`config.mk`:
```
export PLATFORM = sky130hd
export DESIGN_NAME = lavb_fifo
export DESIGN_NICKNAME = d
export VERILOG_FILES = /design/src/rtl/core/lavb_fifo.sv
export SDC_FILE = /design/constraint.sdc
export NUM_CORES = 1
export LEC_CHECK = 0
export BUFFER_PORTS_ARGS = -buffer_cell sky130_fd_sc_hd__buf_2
export CAP_MARGIN = 0
export CORE_ASPECT_RATIO = 0.6
export CORE_MARGIN = 8
export CORE_UTILIZATION = 35
export CTS_CLUSTER_DIAMETER = 60
export CTS_CLUSTER_SIZE = 16
export DETAILED_ROUTE_END_ITERATION = 6
export SETUP_SLACK_MARGIN = 0.15
export SYNTH_ARGS = -nofsm -noshare
export SYNTH_HDL_FRONTEND = slang
export SYNTH_SLANG_ARGS = --single-unit
```
`constraint.sdc`:
```
create_clock -name clk_i -period 2.1 [get_ports clk_i]
set_input_delay 0 -clock clk_i [delete_from_list [all_inputs] [get_ports clk_i]]
set_output_delay 0 -clock clk_i [all_outputs]
set_load 0.1 [all_outputs]
```
`src/rtl/core/lavb_fifo.sv`:
```
// Two-word queue between the front and the back of the look-at block.
// Depends on nothing but its width parameter.
module lavb_fifo #(
  parameter int unsigned W = 32
) (
  input  logic         clk_i,
  input  logic         rst_ni,
  input  logic         push_i,
  input  logic [W-1:0] wdata_i,
  output logic         full_o,
  output logic         valid_o,
  input  logic         pop_i,
  output logic [W-1:0] rdata_o
);

  logic [W-1:0] mem_q [2];
  logic         wr_ptr_q, rd_ptr_q;
  logic [1:0]   cnt_q;

  assign full_o  = (cnt_q == 2'd2);
  assign valid_o = (cnt_q != 2'd0);
  assign rdata_o = mem_q[rd_ptr_q];

  always_ff @(posedge clk_i) begin
    if (push_i) begin
      mem_q[wr_ptr_q] <= wdata_i;
    end
  end

  always_ff @(posedge clk_i or negedge rst_ni) begin
    if (!rst_ni) begin
      wr_ptr_q <= 1'b0;
      rd_ptr_q <= 1'b0;
      cnt_q    <= 2'd0;
    end else begin
      if (push_i) wr_ptr_q <= ~wr_ptr_q;
      if (pop_i) rd_ptr_q <= ~rd_ptr_q;
      unique case ({push_i, pop_i})
        2'b10:   cnt_q <= cnt_q + 2'd1;
        2'b01:   cnt_q <= cnt_q - 2'd1;
        default: cnt_q <= cnt_q;
      endcase
    end
  end

endmodule

```
==> results_dict.tcl <==
set metrics [dict create \
    max_slew_margin_pct 66.9 \
    finalSetupViolCount 0 \
    hold_viol_final 0 \
    synth-seq-cells 68 \
    setup_tns_ns 0 \
    nNetsFinal 270 \
    syn_inst 116 \
    clk_path_buf_depth 2 \
    drt-initial-drc-count 56 \
    cp-startpoint "rd_ptr_q" \
    synthTopCellsByArea "edfxtp_1, mux2_4, dfrtp_1" \
    syn2layout_area_growth_pct 40.0 \
    synth_ff_type "edfxtp_1" \
    routedWlPerCell_um 15.2 \
    die_area_um2 10700 \
    finalCritPeriodShare_pct 78.2 \
    netlist_area_um2 2650 \
    clkLatencyLatePin_ns 0.32 \
    crit_type "flip-flop to primary output" \
    status "completed" \
    regArea_um2 2020 \
    rsz0062_at_grt "false" \
    slowest_delay_ns 0.37 \
    fillers 619 \
    design_area_um2 3710 \
    cpMaxStageDelayCell "mux2_2" \
    grt_max_degree 20 \
    antenna_cells 0 \
    synth_warnings 0 \
    timing.rr.start "wr_ptr_q" \
    dpl_cell_area_um2 3110 \
    fin_crit_ns 1.64 \
    drtAntennaViolNets 0 \
    report.final.slew_viol_count 0 \
    yosysUniqueCellTypes 14 \
    worstPathMaxFanout 17 \
    cts_root_buf "clkbuf_16" \
    synth_area_per_cell_um2 22.8 \
    cts_tree "done" \
    cp-end-kind "primary output" \
    critPathLaunchType "flip-flop" \
    htree_num_levels 3 \
    dp_hpwl_um 3400 \
    antenna_found_initial 0 \
    skew_ns 0.00476 \
    io_pins 70 \
    dr.pass1.iters 4 \
    post-route-drc-count 0 \
    crit_chain "buf_4 -> mux2_2 -> buf_2" \
    synth-seq-area-share_pct 76.3 \
    netlist.area_leader.share_pct 72.6 \
    yosysMostFrequentCell "edfxtp_1" \
    grt_pass1_wl_um 8470 \
    crit_buf_inv 2 \
    max_freq_mhz 609 \
    grt_pass1_vias 1629 \
    wirelength_um 5190 \
    maxCapViolCount 0 \
    cts.clk_slew.worst_paths_ns 0.05 \
    io_buffers 69 \
    coreArea_um2 7300 \
    drive_gt1_share_pct 51.1 \
    grt.overflow.total 0 \
    routed_via_density 4.10 \
    cp_data_arrival_time_ns 1.64 \
    vias 1398 \
    die_h_um 83.4 \
    synth_nets 153 \
    synth-async-reset-ratio_pct 5.88 \
    grt.total_usage_pct 10.6 \
    cp.required_ns 2.10 \
    rows 24 \
    place.gp.congestion 0.685 \
    cts_buffers 9 \
    rr_worst_depth 2 \
    crit_cells 3 \
    initial_core_util_pct 36.3 \
    post_cts_resized 0 \
    synth_edf_count 64 \
    ys_top_cells_by_count "edfxtp_1, mux2_4, dfrtp_1" \
    cts.sinks 68 \
    die_w_um 128 \
    hold_class "input pin to asynchronous set/reset pin" \
    tightestPinTransition_ns 0.500 \
    crit_family "buffers and inverters" \
    multi_input_area_um2 559 \
    synth_top_area_cell "edfxtp_1" \
]
[area by class of cell]
| cell class | count | share of cell area, % |
|---|---|---|
| clock inverters | 4 | 0.472 |
| clock buffers | 11 | 6.28 |
| repair buffers | 110 | 20.0 |
| multi-input cells | 43 | 15.1 |
| flip-flops and latches | 68 | 54.6 |
| inverters | 1 | 0.101 |
| well taps | 104 | 3.51 |
[placed cells by master, fill, tap and decap left out]
cell / n
clkinv_2: 2
xor2_1: 3
edfxtp_1: 64
mux2_4: 29
buf_4: 6
and2_1: 1
buf_2: 69
nor2b_1: 1
nor2_1: 1
or2_2: 1
clkbuf_16: 9
clkbuf_1: 2
xnor2_1: 2
clkinv_1: 2
mux2_2: 3
inv_1: 1
ha_1: 1
nor2_4: 1
dfrtp_2: 1
dlygate4sd3_1: 35
dfrtp_1: 3
[per-layer routing]
layer | routed length (um) | track usage (%) | vias to the layer above | share of wire [%]
met1 | 2360 | 12.4 | 654 | 45
met5 | 0 | 0 | - | 0
met2 | 2330 | 15.8 | 52 | 45
li1 | - | - | 684 | -
met4 | 75 | 4.51 | 0 | 1.4
met3 | 432 | 5.61 | 8 | 8.3
[through the flow]
| stage | cells | util (%) | setup WS [ns] | hold WS [ns] |
|---|---|---|---|---|
| CTS | 341 | 50.8 | 0.423 | 0.00806 |
| global route | 341 | 50.8 | 0.365 | 0.0244 |
| global placement | 291 | 42.6 | 0.809 | -0.183 |
| detailed placement | 291 | 42.6 | 0.788 | -0.184 |
| finish | 341 | 50.8 | 0.458 | 0.0168 |
| floorplan | 116 | - | 0.351 | -0.296 |
[state kept, by name, summed over array words and instances, names as in the netlist]
register / flops
mem_q: 64
cnt_q: 2
rd_ptr_q: 1
wr_ptr_q: 1
[logic make-up (layout without fill, tap and decap cells)]
kind of cell	Yosys count	after routing	share of synthesized area [%]
flops	68	68	76.3
mux	32	32	17.7
xor+xnor	5	5	1.65
simple gates	5	5	0.993
buf+inv	5	126	2.83
fa+ha+maj	1	1	0.472
[final timing paths]
| check | endpoint | slack, ns |
|---|---|---|
| worst min-delay path | cnt_q[1] | 0.02 |
| worst max-delay path | rdata_o[27] | 0.46 |
| max in group asynchronous | rd_ptr_q | 1.95 |
| worst min register to register | cnt_q[1] | 0.48 |
| worst max register to register | mem_q[1][0] | 0.90 |
| min in group clk_i | mem_q[0][29] | 0.39 |
[what timing repair did]
action	CTS	global route
setup buffers	0	0
setup endpoints to repair	0	0
hold endpoints to repair	70	0
hold buffers	35	0
Power is left out: the tool's default activity adds up to more than one toggle a clock period on the data nets, which glitch-free logic cannot reach.
