### src/rtl/core/lavb_pkg.sv
// Shared types and fixed-point helpers for the look-at view basis block.
// Used by lavb_front, lavb_core and the top level, which sizes lavb_fifo by ITEM_W.
package lavb_pkg;

  localparam int unsigned IN_W   = 288;
  localparam int unsigned OUT_W  = 88;
  localparam int unsigned USER_W = 3;
  localparam int unsigned MUL_W  = 34;

  localparam logic [1:0] ROW_RIGHT = 2'd0;
  localparam logic [1:0] ROW_UP    = 2'd1;
  localparam logic [1:0] ROW_BACK  = 2'd2;

  // One queued item: eye point, eye minus target, up vector.
  typedef struct packed {
    logic [2:0][31:0] up;
    logic [2:0][32:0] dlt;
    logic [2:0][31:0] eye;
  } item_t;

  localparam int unsigned ITEM_W = $bits(item_t);

  // Shift right by k, rounding half away from zero.
  function automatic logic signed [63:0] rshr(input logic signed [63:0] v,
                                              input int unsigned k);
    logic [63:0] mag;
    mag = v[63] ? 64'(-v) : 64'(v);
    mag = (mag + (64'd1 << (k - 1))) >> k;
    return v[63] ? -$signed(mag) : $signed(mag);
  endfunction

  function automatic logic [31:0] sat32(input logic signed [63:0] v);
    if (v > 64'sd2147483647) return 32'h7fff_ffff;
    if (v < -64'sd2147483648) return 32'h8000_0000;
    return v[31:0];
  endfunction

  function automatic logic [1:0] nxt3(input logic [1:0] i);
    return (i == 2'd2) ? 2'd0 : i + 2'd1;
  endfunction

endpackage

### src/rtl/core/lavb_front.sv
// Input side of the look-at block: takes words and forms eye minus target.
// Depends on lavb_pkg for item_t.
module lavb_front (
  input  logic                            s_axis_tvalid_i,
  output logic                            s_axis_tready_o,
  input  logic [lavb_pkg::IN_W-1:0]       s_axis_tdata_i,
  input  logic                            full_i,
  output logic                            push_o,
  output lavb_pkg::item_t                 item_o
);
  import lavb_pkg::*;

  assign s_axis_tready_o = !full_i;
  assign push_o          = s_axis_tvalid_i && !full_i;

  always_comb begin
    for (int i = 0; i < 3; i++) begin
      item_o.eye[i] = s_axis_tdata_i[32*i +: 32];
      item_o.up[i]  = s_axis_tdata_i[32*(i+6) +: 32];
      item_o.dlt[i] = 33'($signed(s_axis_tdata_i[32*i +: 32]))
                    - 33'($signed(s_axis_tdata_i[32*(i+3) +: 32]));
    end
  end

endmodule

### config.mk
export PLATFORM = sky130hd
export DESIGN_NAME = lavb_front
export DESIGN_NICKNAME = d
export VERILOG_FILES = /design/src/rtl/core/lavb_pkg.sv /design/src/rtl/core/lavb_front.sv
export SDC_FILE = /design/constraint.sdc
export NUM_CORES = 1
export LEC_CHECK = 0
export BUFFER_PORTS_ARGS = -buffer_cell sky130_fd_sc_hd__buf_2
export CORE_AREA = 8 8 222 224
export DETAILED_ROUTE_END_ITERATION = 10
export DIE_AREA = 0 0 230 232
export GPL_TIMING_DRIVEN = 0
export PLACE_DENSITY_LB_ADDON = 0.12
export SYNTH_ARGS = -nofsm -noshare
export SYNTH_HDL_FRONTEND = slang
export SYNTH_SLANG_ARGS = --single-unit
### constraint.sdc
create_clock -name vclk -period 4.7
set_input_delay 0.705 -clock vclk [all_inputs]
set_output_delay 0.705 -clock vclk [all_outputs]
set_load 0.05 [all_outputs]
==> results.md, run 1 <==
* Status: complete, no violations
* CP Buf/Inv Count at 3
* Worst min path class: in -> out
* Initial DRC count at between 200 and 250
* Num rows at 79
* Fmax achieved at 230 MHz
* Power Density at 229 mW/mm²
* Yosys warnings at 0
* Post-Syn Area at 0.00681 mm²
* DRC at 0
* Via count at 8,085
* Critical path launch point type: primary input
* Starting Density at 0.148
* Initial antenna violation count at 4
* Critical Path End Type: primary output
* Post-Route WL at 31.6 mm
* Cts repair resizes at 0
* Leakage Power at about 5.7 nW
* Fill count at 5,363
* DRT Pass-1 Iters at 6
* Hpwl dp at 29.5 mm
* Post-layout instance count excluding filler cells at 2,098
* Fin crit share at 0.925
* Hold slack at 1.71 ns
* Clock buffer count at 0
* Post-DR wirelength/cell at 15.1 µm
* Area of the multi-input gates at 0.00484 mm²
* Core box area at ~0.046 mm²
* Min Tclk post-route at 4.35 ns
* Die area at 0.0534 mm²
* Via count of the first global-routing pass at 8,579
* Largest delay share family, worst path: compound AO/OA/AOI/OAI gates
* GR Overflow Total at 0
* Antenna-violating nets left at 0
* Post-synth top area share at 0.212
* Via density at 3.85
* Critical path type: in -> out
* CTS Hold Bufs at 0
* GRT Total Usage at 0.108
* Final instance area at 0.0100 mm²
* CP cell instances: buf_2, inv_1, ha_1, fa_1, nand2b_1, a21oi_1, o21ai_1, a311oi_2, a211oi_2, o2bb2ai_1, o21ai_0, xor2_1, buf_2
* Die Wd at 230 µm
* Fin. Hold Viols at 0
* Worst Max-Slew Pin Slew at around 0.8 ns
* Sequential cell area at 0 µm²
* Critical Path RT at 3.99 ns
* Most used cell, CP: buf_2
* Die Y at 232 µm
* Count leader, synth: buf_4
* Largest net degree at the start of global routing at 10
* Slew HR at 0.477
* Synthesized Nets at 1,392
* Syn-to-layout area delta at 47.2%
* Syn Area/Cell at 6.79 µm²
* Synth top area cells: buf_4, ha_1, inv_1
* Unrepaired setup endpoints after global routing: no
* Placed instance count at roughly 2,100
* Max-cap check violation count at 0
* Critical Path AT at ~3.6 ns
* Cells after Synth at ~1,000
* First-pass GRT wire length at 47.5 mm
* Synth cell count leaders: buf_4, inv_1, ha_1
* Crit-path max cell delay at 0.40 ns
* Global placement routability congestion at ~0.85
* Max FO, Critical Path at 3
* Final setup vio count at 0
* Peak VDD IR at 0.126 mV
* Slew Limit Fails at 0
* Worst path slowest cell: fa_1
* Nets@finish at about 1,900
* Final core utilization at 0.219
* Setup TNS at 0 ns
* Post-CTS Setup Bufs at 0
* Sequential cells at 0
* Unique masters post-synth at 70
* Area leader, netlist: buf_4
* Sequential element share of the synthesized area at 0
* Area post-placement at roughly 0.01 mm²
* Port-buffer cells at 487
* IO Count at roughly 600
* Share of layout cells above drive strength 1 at 0.469
[routing by layer]
| metal | routed length, µm | up-vias | global-route usage |
|---|---|---|---|
| met1 | 12900 | 3606 | 0.127 |
| met2 | 16600 | 247 | 0.206 |
| li1 | - | 4220 | - |
| met4 | 144 | 4 | 0.00436 |
| met5 | 27 | - | 0 |
| met3 | 1980 | 8 | 0.0236 |
[final cells by class]
type | instances | area share
Antenna cell | 1 | 0.000250
Buffer | 212 | 0.151
Inverter | 125 | 0.0468
Multi-Input combinational cell | 666 | 0.483
Tap cell | 607 | 0.0757
Timing Repair Buffer | 487 | 0.243
[layout by cell type (no fill, tap or decap), types with 3 or more instances in the layout]
cell type,netlist,final
nand4_1,17,17
a31oi_1,7,7
a21o_1,44,44
o31ai_1,7,6
nor3_1,7,7
ha_1,96,96
clkbuf_1,19,19
o211ai_1,10,10
o21ai_1,3,4
xnor2_1,48,48
nor2_1,48,48
nor2b_1,16,16
nand2_1,64,64
nand3_1,20,20
a21boi_0,4,4
or3_1,3,3
o21bai_1,10,10
nor3b_1,3,3
a211oi_1,6,6
nand2b_1,7,7
buf_4,192,192
a21oi_1,86,86
fa_1,3,3
buf_2,1,488
xor2_1,32,32
inv_1,125,125
and3_1,8,8
o21a_1,16,16
o21ai_0,48,47
[final timing paths]
path  depth (start not counted)  slack [ns]          end           startpoint
max                          13        0.35  item_o[188]   s_axis_tdata_i[64]
min                           2        1.71  item_o[205]  s_axis_tdata_i[202]
[power breakdown]
| part | leakage, nW | total, mW | switching (mW) | internal (mW) |
|---|---|---|---|---|
| clock | 0.00000634 | 0.0000000285 | 0 | 0.0000000284 |
| sequential | 0 | 0 | 0 | 0 |
| combinational | 5.69 | 2.29 | 1.64 | 0.656 |
[kinds of logic after synthesis]
| group | count (synthesis) | share of synthesized area |
|---|---|---|
| xor+xnor | 80 | 0.103 |
| mux | 2 | 0.00294 |
| fa+ha+maj | 99 | 0.185 |
| buf+inv | 337 | 0.292 |
| simple gates | 205 | 0.146 |
| compound gates | 280 | 0.272 |
[metrics by stage]
| stage | total power [mW] | setup WS, ns |
|---|---|---|
| after detailed placement | 2.32 | 0.0832 |
| after floorplan | 1.73 | 0.262 |
| final | 2.29 | 0.353 |
| after CTS | 2.33 | 0.0480 |
| after global placement | 2.33 | 0.129 |
| after global routing | 2.46 | 0.0677 |
(Power assumes the default switching activity.)
==> run 2: changes to the inputs <==
--- a/config.mk
+++ b/config.mk
@@ -7,2 +7,3 @@
 export LEC_CHECK = 0
+export ABC_AREA = 1
 export BUFFER_PORTS_ARGS = -buffer_cell sky130_fd_sc_hd__buf_2
==> constraint.sdc (replaced) <==
create_clock -name vclk -period 4.7
set_input_delay 0.705 -clock vclk [all_inputs]
set_output_delay 0.705 -clock vclk [all_outputs]
set_load 0.1 [all_outputs]
==> results.md, run 2 <==
* GR Overflow Total at 0
* Max-cap check violation count at 0
* Post-layout instance count excluding filler cells at approximately 3,000
* Critical Path End Type: primary output
* Most used cell, CP: nand2_1
* Power share of the sequential group at 0
* Fin. Hold Viols at 0
* Cells after Synth at 1,870
* Post-CTS Setup Bufs at 0
* DRC at 0
* CTS Hold Bufs at 0
* Antenna diode count at 0
* Syn Area/Cell at 4.91 µm²
* Fmax achieved at 274 MHz
* Via density at 3.88
* Via count of the first global-routing pass at 11,600
* Min Tclk post-route at 3.64 ns
* Slew HR at 0.587
* Post-DR wirelength/cell at 13.2 µm
* Worst min path class: in -> out
* Clock share of power at 0
* Internal at 0.645 mW
* Via count at 11,500
* Nets@finish at between 2,000 and 3,000
* Die Wd at ~230 µm
* NetSw at roughly 2.7 mW
* CP cell instances: buf_2, inv_1, ha_1, fa_1, inv_1, nand2_1, nand2_1, nand3_1, nand2_2, nand2_1, nand2_2, nand2_1, nand2_1, nand2_1, nand2_1, buf_2
* Post-Route WL at 39.0 mm
* Global placement routability congestion at between 0.8 and 0.9
* Sw frac at 0.809
* Core box area at 0.0459 mm²
* Syn-to-layout area delta at 34.9%
* Unique masters post-synth at 20
* GRT Total Usage at 0.134
* Die Y at 232 µm
* Total power at 3.38 mW
* Area leader, netlist: nand2_1
* Synthesized Nets at 2,259
* Critical path type: in -> out
* Critical Path RT at 3.99 ns
* Unrepaired setup endpoints after global routing: no
* DRT Pass-1 Iters at 5
* Critical path launch point type: primary input
* Max FO, Critical Path at 3
* Sequential cells at 0
* Largest net degree at the start of global routing at 8
* Initial DRC count at 450
* Post-Syn Area at 0.00917 mm²
* Leakage Power at 8.92 nW
* Antenna-violating nets left at 0
* IO Count at slightly below 600
* Status: complete, no violations
* Slew Limit Fails at 0
* Crit-path max cell delay at 0.43 ns
* Hpwl dp at 37.0 mm
* Commonest non-fill, non-tap cells in the layout: nand2_1, buf_2, inv_1, buf_4, nor2_1
* Yosys warnings at 0
* Peak VDD IR at approximately 0.2 mV
* Critical Path AT at 2.94 ns
* Worst Max-Slew Pin Slew at 0.624 ns
* Fin crit share at 0.775
* Synth cell count leaders: nand2_1, inv_1, buf_4
* Port-buffer cells at slightly below 500
* Starting Density at 0.200
* Synth top area cells: nand2_1, inv_1, buf_4
* Clock buffer count at 0
* Dpl ws at 1.01 ns
* Final setup vio count at 0
* Most common cell after layout, fill and taps aside: nand2_1
* Final WS setup at 1.06 ns
* Placed instance count at roughly 3,000
* Combinational share of power at 1.000
* Power Density at 273 mW/mm²
* Hold slack at 1.79 ns
* Final instance area at 0.0124 mm²
* Sequential element share of the synthesized area at 0
* Post-synth top area share at 0.306
* Cts repair resizes at 0
* Count leader, synth: nand2_1
* Sequential cell area at 0 µm²
* Initial antenna violation count at 2
* Setup TNS at 0 ns
* Fill count at 5,491
* Final core utilization at 0.270
* Share of layout cells above drive strength 1 at 0.298
* Die area at approximately 0.053 mm²
* Area post-placement at between 0.01 and 0.015 mm²
* First-pass GRT wire length at 59.7 mm
* Worst path slowest cell: fa_1
* Num rows at 79
run 2: cell count changes in the layout (fill, tap and decap cells not counted), moves of 8 or more:
cell	before	now
xnor2_1	48	6
nor2_1	48	125
o211ai_1	10	0
o21ai_0	47	0
nand2_2	0	16
clkbuf_1	19	0
nor2b_1	16	0
and3_1	8	0
inv_1	125	478
a21oi_1	86	60
nand3_1	20	67
o21a_1	16	0
a21o_1	44	3
nand2_1	64	748
run 2: area by class of cell:
class	count	area, µm²	share of cell area
tap	607	759	0.0614
timing repair buffer	487	2440	0.197
buffer	193	1450	0.117
inverter	478	1790	0.145
multi-input combinational	1199	5930	0.479
run 2: metal layers:
metal,up-vias,routed length (µm),track usage
met1,4954,17000,0.163
met3,12,2370,0.0254
met4,4,167,0.00475
met5,-,18,0
li1,6207,-,-
met2,322,19500,0.255
run 2: critical path, delay by kind of cell:
| kind | cells | cell delay (ns) |
|---|---|---|
| and+or+nand+nor | 10 | 0.85 |
| adders and majority gates | 2 | 0.65 |
| buffers and inverters | 4 | 0.74 |
run 2: cells by family (layout without fill, tap and decap cells):
kind of cell | Yosys count | after routing | synth area share
AND/OR/NAND/NOR | 988 | 988 | 0.427
buffers and inverters | 671 | 1158 | 0.354
XOR/XNOR | 45 | 45 | 0.0430
AO/OA/AOI/OAI | 67 | 67 | 0.0386
adder cells (fa/ha/maj) | 99 | 99 | 0.137
run 2: power groups by stage:
stage / logic [mW] / registers [mW] / clock network [mW]
after floorplan: 2.77 / 0 / 0
after global placement: 3.41 / 0 / 0
after detailed placement: 3.41 / 0 / 0
after CTS: 3.42 / 0 / 0
after global routing: 3.59 / 0 / 0
final: 3.38 / 0 / 0
run 2: worst paths after layout:
check,from,end,slack (ns),cells past startpoint
setup / recovery,s_axis_tdata_i[0],item_o[124],1.06,16
hold / removal,s_axis_tdata_i[232],item_o[235],1.79,2
